**src/bssc_pkg.sv**
```systemverilog
// Shared types and constants of the bounded subset-sum engine.
// Used by the controller, datapath and top level; depends on nothing.
package bssc_pkg;

    localparam int FIELD_W = 13;
    localparam int PW_W    = FIELD_W + 1;
    localparam int PROD_W  = PW_W + FIELD_W;
    localparam int WORD_W  = 64;
    localparam int WORD_SH = 6;
    localparam int CFG_W   = 32;
    localparam int ADDR_W  = 3;

    localparam logic REG_TARGET_SUM = 1'b0;

    typedef enum logic [3:0] {
        S_CLR_INIT,
        S_CLEAR,
        S_IDLE,
        S_SPLIT,
        S_MUL,
        S_CHECK,
        S_PRIME,
        S_RUN,
        S_DRAIN,
        S_SCAN_RD,
        S_SCAN_CHK,
        S_REPORT
    } t_state;

    typedef enum logic [3:0] {
        OP_NONE,
        OP_LOAD,
        OP_SPLIT,
        OP_MUL,
        OP_CHECK,
        OP_PRIME,
        OP_RUN,
        OP_SCAN_RD,
        OP_SCAN_CHK,
        OP_CLR_INIT,
        OP_CLR
    } t_op;

    typedef struct packed {
        logic have_chunk;
        logic chunk_ok;
        logic run_last;
        logic found;
        logic clr_last;
        logic last;
    } t_sts;

endpackage

```
**src/bssc_ctrl.sv**
```systemverilog
// Sequencer of the subset-sum engine: chunk loop, row sweep, scan, clear pass.
// Depends on bssc_pkg; drives the datapath through t_op, reads t_sts.
module bssc_ctrl (
    input  logic            i_clk,
    input  logic            i_rst_n,
    input  logic            i_start,
    input  bssc_pkg::t_sts  i_sts,
    output bssc_pkg::t_op   o_op,
    output logic            o_busy,
    output logic            o_done
);

    bssc_pkg::t_state r_state;
    bssc_pkg::t_state n_state;

    always_ff @(posedge i_clk) begin
        if (!i_rst_n) begin
            r_state <= bssc_pkg::S_CLR_INIT;
        end else begin
            r_state <= n_state;
        end
    end

    always_comb begin
        n_state = r_state;
        case (r_state)
            bssc_pkg::S_CLR_INIT: n_state = bssc_pkg::S_CLEAR;
            bssc_pkg::S_CLEAR: begin
                if (i_sts.clr_last) begin
                    n_state = bssc_pkg::S_IDLE;
                end
            end
            bssc_pkg::S_IDLE: begin
                if (i_start) begin
                    n_state = bssc_pkg::S_SPLIT;
                end
            end
            bssc_pkg::S_SPLIT: begin
                n_state = i_sts.have_chunk ? bssc_pkg::S_MUL : bssc_pkg::S_SCAN_RD;
            end
            bssc_pkg::S_MUL:   n_state = bssc_pkg::S_CHECK;
            bssc_pkg::S_CHECK: begin
                n_state = i_sts.chunk_ok ? bssc_pkg::S_PRIME : bssc_pkg::S_SPLIT;
            end
            bssc_pkg::S_PRIME: n_state = bssc_pkg::S_RUN;
            bssc_pkg::S_RUN: begin
                if (i_sts.run_last) begin
                    n_state = bssc_pkg::S_DRAIN;
                end
            end
            bssc_pkg::S_DRAIN:   n_state = bssc_pkg::S_SPLIT;
            bssc_pkg::S_SCAN_RD: n_state = bssc_pkg::S_SCAN_CHK;
            bssc_pkg::S_SCAN_CHK: begin
                n_state = i_sts.found ? bssc_pkg::S_REPORT : bssc_pkg::S_SCAN_RD;
            end
            bssc_pkg::S_REPORT: begin
                n_state = i_sts.last ? bssc_pkg::S_CLR_INIT : bssc_pkg::S_IDLE;
            end
            default: n_state = bssc_pkg::S_CLR_INIT;
        endcase
    end

    always_comb begin
        o_op   = bssc_pkg::OP_NONE;
        o_busy = 1'b1;
        o_done = 1'b0;
        case (r_state)
            bssc_pkg::S_CLR_INIT: o_op = bssc_pkg::OP_CLR_INIT;
            bssc_pkg::S_CLEAR:    o_op = bssc_pkg::OP_CLR;
            bssc_pkg::S_IDLE: begin
                o_busy = 1'b0;
                o_op   = i_start ? bssc_pkg::OP_LOAD : bssc_pkg::OP_NONE;
            end
            bssc_pkg::S_SPLIT:    o_op = bssc_pkg::OP_SPLIT;
            bssc_pkg::S_MUL:      o_op = bssc_pkg::OP_MUL;
            bssc_pkg::S_CHECK:    o_op = bssc_pkg::OP_CHECK;
            bssc_pkg::S_PRIME:    o_op = bssc_pkg::OP_PRIME;
            bssc_pkg::S_RUN:      o_op = bssc_pkg::OP_RUN;
            bssc_pkg::S_DRAIN:    o_op = bssc_pkg::OP_NONE;
            bssc_pkg::S_SCAN_RD:  o_op = bssc_pkg::OP_SCAN_RD;
            bssc_pkg::S_SCAN_CHK: o_op = bssc_pkg::OP_SCAN_CHK;
            bssc_pkg::S_REPORT:   o_done = 1'b1;
            default:              o_op = bssc_pkg::OP_NONE;
        endcase
    end

    a_done_single: assert property (@(posedge i_clk) disable iff (!i_rst_n)
        o_done |=> !o_done)
        else $error("result strobe held longer than one cycle");

    a_run_entry: assert property (@(posedge i_clk) disable iff (!i_rst_n)
        (r_state == bssc_pkg::S_RUN) |->
            ($past(r_state) == bssc_pkg::S_PRIME || $past(r_state) == bssc_pkg::S_RUN))
        else $error("row sweep entered without priming the source row");

    a_report_after_scan: assert property (@(posedge i_clk) disable iff (!i_rst_n)
        o_done |-> ($past(r_state) == bssc_pkg::S_SCAN_CHK && $past(i_sts.found)))
        else $error("result reported without a completed scan");

endmodule

```
**config.mk**
```make
export PLATFORM = sky130hd
export DESIGN_NAME = bssc_ctrl
export DESIGN_NICKNAME = d
export VERILOG_FILES = /design/src/bssc_pkg.sv /design/src/bssc_ctrl.sv
export SDC_FILE = /design/constraint.sdc
export NUM_CORES = 1
export LEC_CHECK = 0
export BUFFER_PORTS_ARGS = -buffer_cell sky130_fd_sc_hd__clkbuf_2
export CAP_MARGIN = 15
export CORE_AREA = 2 2 39 41
export DETAILED_ROUTE_END_ITERATION = 8
export DIE_AREA = 0 0 41 43
export GPL_TIMING_DRIVEN = 0
export PLACE_DENSITY_LB_ADDON = 0.08
export SYNTH_ARGS = -nofsm -noshare
export SYNTH_HDL_FRONTEND = slang
export SYNTH_SLANG_ARGS = --single-unit
```
**constraint.sdc**
```tcl
create_clock -name i_clk -period 2.7 [get_ports i_clk]
set_input_delay 0.405 -clock i_clk [delete_from_list [all_inputs] [get_ports i_clk]]
set_output_delay 0.405 -clock i_clk [all_outputs]
set_load 0.01 [all_outputs]
```
[Word-level counts from Yosys, hierarchy flattened]
Cells that the tools add are included.
Operators by class
  add/subtract/negate cells: 0
  multiply operators: 0
  divide/modulo/power cells: 0
  $lt $le $gt $ge: 0
  equal/unequal tests: 14
  shift-type cells: 0
  muxes and demuxes: 12
  bitwise operators: 0
  reduce and logical (&&, ||, !) cells: 2
Operators with widths (number)
  $pmux W4 S12: 1
  $pmux W4 S10: 1
  $eq A4 B3 Y1 const B: 4
  $eq A4 B4 Y1 const B: 4
  $mux W4: 4
  $eq A4 B2 Y1 const B: 2
  $ne A2 B2 Y1 const B: 3
  $eq A4 B1 Y1 const B: 1
  $logic_not A4 Y1: 1
  $mux W2: 2
  $mux W1: 3
  $mux W3: 1
  $reduce_and A3 Y1: 1
Word-level totals
  bits in registers: 4
  bits in latches: 0
  memory bits (writable): 0
  memory bits (read-only): 0
  input port bits: 9
  output and inout bits: 6
  logic and storage cells: 29
  memories: 0

[Logic depth before layout (Yosys ltp)]
  depth in word-level cells: 3
  mapped depth: 5
  depth with buffers taken out: 4

[Least setup slack after synthesis]
Ideal clock, no wire load.
  kind: flip-flop to output port
  from: register r_state[3]
  to: output port o_op[0]
  arrival: 1.047 ns
  required time: 2.295 ns
  slack: 1.248 ns
  cell stages (with the launch flop): 5
  path buffers: 1
  path through: dfxtp_1 -> buf_2 -> nor2b_1 -> a21oi_1 -> o21ai_0
On the way
  longest elaborated chain between the ends: 2
  elaborated cells on any way between the ends: 11
  classes of those cells: eq/ne (9); mux (1); reduce/logical (1)
Ends and longest elaborated chain
  start: declaration: line bssc_ctrl.sv:13  | bssc_pkg::t_state r_state;
  start signal: assignment: line bssc_ctrl.sv:18  | r_state <= bssc_pkg::S_CLR_INIT;
  start signal: assignment: line bssc_ctrl.sv:20  | r_state <= n_state;
  $eq A4 B4 Y1 (tied with other cells): line bssc_ctrl.sv:67  | case (r_state)
  $pmux W4 S10 (*): line bssc_ctrl.sv:67
  end: declaration: line bssc_ctrl.sv:8  | output bssc_pkg::t_op o_op,
Mark *: on every way between the ends. The rest lies on a longest branch, timed or not.

[Worst setup path in the final report]
Same ends and word-level chain as after synthesis.

==> flow_summary.yaml <==
outcome:
  outcome: "finished, final reports clean"
route:
  via_per_inst: 5.11
  drc: 0
  wirelength_mm: 1.09
  via_count: 485
  drtAntennaViolNets: 0
  dr.pass1.iters: 4
  drtIter0Drc: 5
  wl_per_cell_um: 11.5
worst_hold_path:
  worstHoldStart: "i_rst_n"
  hold_depth: 2
  hold_path_class: "primary input to flop"
  whs_endpoint: "r_state[2]"
power:
  power.density_nw_per_um2: 725
  leakage_nw: 0.236
  total_power_mw: 0.385
  ir_worst_vdd_mv: 0.349
sta:
  max_freq_ghz: 0.539
  whs_ns: 0.440
  skew_ns: 0.00329
  setup_tns_ns: 0
  grt_setup_unrepaired: "false"
  finalSetupViolCount: 0
  slew_violations: 0
  timing.final.crit_share_pct: 68.7
  slew_headroom_pct: 80.6
  worst_slew_pin_slew_ns: 0.291
  hold_viol: 0
  period_needed_ns: 1.85
setup_path:
  cp_max_fo: 10
  required_ns: 2.30
  r2r-start: "r_state[1]"
  crit_type: "flop to output port"
  worst_setup_path_end_kind: "output port"
  rr_worst_depth: 5
  r2r_slack_ns: 1.41
  rr_endpoint: "r_state[0]"
  start_kind: "flop"
  arrival_ns: 1.45
final_layout:
  top_regs: "r_state: 4 flops"
  fillers: 146
  largest_reg_flops: 4
  drive_gt1_share_pct: 30.4
  layout_commonest_cell: "clkbuf_2"
  area_delta_synth_final_pct: 26.9
  layout.nets: 90
  diodes: 0
  mostFrequentLayoutCells: "14 x clkbuf_2, 8 x nor2_1, 7 x nand2_1"
  top_register: "r_state"
clock_tree:
  clockRootBuffer: "clkbuf_4"
  cts_resized: 0
  cts_buffers: 3
  clk_pin_slew_ns: 0.04
  cts_hold_buf: 0
  cts.sinks: 4
  htree_levels: 1
  postCtsSetupBuffers: 0
  clock_latency_ns: 0.23
  cts_tree: "built"
  clk_path_buf_depth: 2
synth:
  ys_seq_elements: 4
  netlist_area_um2: 418
  ys_types: 29
  syn_area_per_cell_um2: 6.74
  ys_seq_area_share_pct: 19.2
  syn_nets: 71
  ys_warn_count: 0
  synthCells: 62
global_routing:
  grt_pass1_wl_mm: 1.79
  antenna_found_initial: 0
  grt_start_max_net_pins: 11
  grt_pass1_vias: 439
  grt-ovfl-total: 0
  grt_util_all_layers_pct: 14.7
floorplan:
  die_h_um: 43
  die-area_um2: 1760
  row_count: 14
  die_w_um: 41
  start_util_pct: 30.2
  coreArea_um2: 1380
  io_pins: 15
placement:
  io_buffers: 14
  routabilityCongestion: 0.744
  dp_hpwl_um: 824
flow_run:
  maxCapViolCount: 0
[cell families (layout without fill, tap and decap cells)]
kind of cell	count (synthesis)	count (layout)	share of synthesized area [%]
AO/OA/AOI/OAI	21	21	31.1
buffers and inverters	6	23	9.58
AND/OR/NAND/NOR	31	31	40.1
flip-flops	4	4	19.2
[synth_stat cells]
cell type / count / area [um2]
and3_1: 1 / 6.26
nand3b_1: 1 / 7.51
a32o_1: 1 / 10.0
o31ai_1: 1 / 7.51
nand2_1: 7 / 26.3
or3_1: 1 / 6.26
dfxtp_1: 4 / 80.1
nor2b_2: 1 / 8.76
o21ai_0: 6 / 30.0
nor2b_1: 4 / 25.0
nand3_1: 1 / 5.00
nor3_1: 1 / 5.00
a21oi_1: 5 / 25.0
o21a_1: 3 / 22.5
o221ai_1: 1 / 8.76
buf_2: 2 / 10.0
buf_4: 2 / 15.0
o22ai_1: 1 / 6.26
and3b_1: 1 / 8.76
a21boi_0: 1 / 7.51
buf_6: 1 / 11.3
nand2b_1: 2 / 12.5
and4_4: 1 / 11.3
nor2_1: 8 / 30.0
inv_1: 1 / 3.75
and2b_1: 1 / 7.51
a211oi_1: 1 / 7.51
o21ai_1: 1 / 5.00
nor3b_1: 1 / 7.51
[critical path: stages (launching register included)]
cell      delay, ns
dfxtp_1        0.31
buf_2          0.20
nor2b_1        0.31
a21oi_1        0.11
o21ai_0        0.14
clkbuf_2       0.15
[routing by layer]
layer  vias up  share of wire [%]  global-route usage [%]
li1        256                  -                       -
met1       222                 47                    17.6
met2         7                 50                    24.1
met3         0                2.6                    1.57
met4         0                  0                    8.00
met5         -                  0                       0
[area by class of cell]
cell class / count / area [um2] / share of cell area (%)
multi-input cells: 52 / 298 / 56.1
flip-flops and latches: 4 / 80.1 / 15.1
repair buffers: 14 / 70.1 / 13.2
plain buffers: 5 / 36.3 / 6.84
clock buffers: 3 / 22.5 / 4.25
well taps: 16 / 20.0 / 3.77
inverters: 1 / 3.75 / 0.708
[worst max-delay path by stage]
stage	startpoint	to	slack, ns
2_1_floorplan	r_state[3]	o_op[0]	1.25
3_3_place_gp	r_state[3]	o_op[2]	1.11
3_5_place_dp	r_state[3]	o_op[0]	1.08
4_1_cts	r_state[3]	o_op[0]	0.83
5_1_grt	r_state[3]	o_op[0]	0.72
6_report	r_state[3]	o_op[0]	0.85
[power by group]
group          switching [mW]  internal [mW]
Clock                  0.0237         0.0497
Combinational           0.123          0.102
Sequential             0.0139         0.0721
Total                   0.161          0.224
[through the flow]
| stage | cell area (um2) | utilization (%) | setup slack, ns | instances |
|---|---|---|---|---|
| 2_1_floorplan | 418 | - | 1.25 | 62 |
| 3_3_place_gp | 508 | 36.7 | 1.11 | 92 |
| 3_5_place_dp | 508 | 36.7 | 1.08 | 92 |
| 4_1_cts | 531 | 38.3 | 0.825 | 95 |
| 5_1_grt | 531 | 38.3 | 0.717 | 95 |
| 6_report | 531 | 38.3 | 0.846 | 95 |
Note: power is estimated with default switching activity, not from simulation.
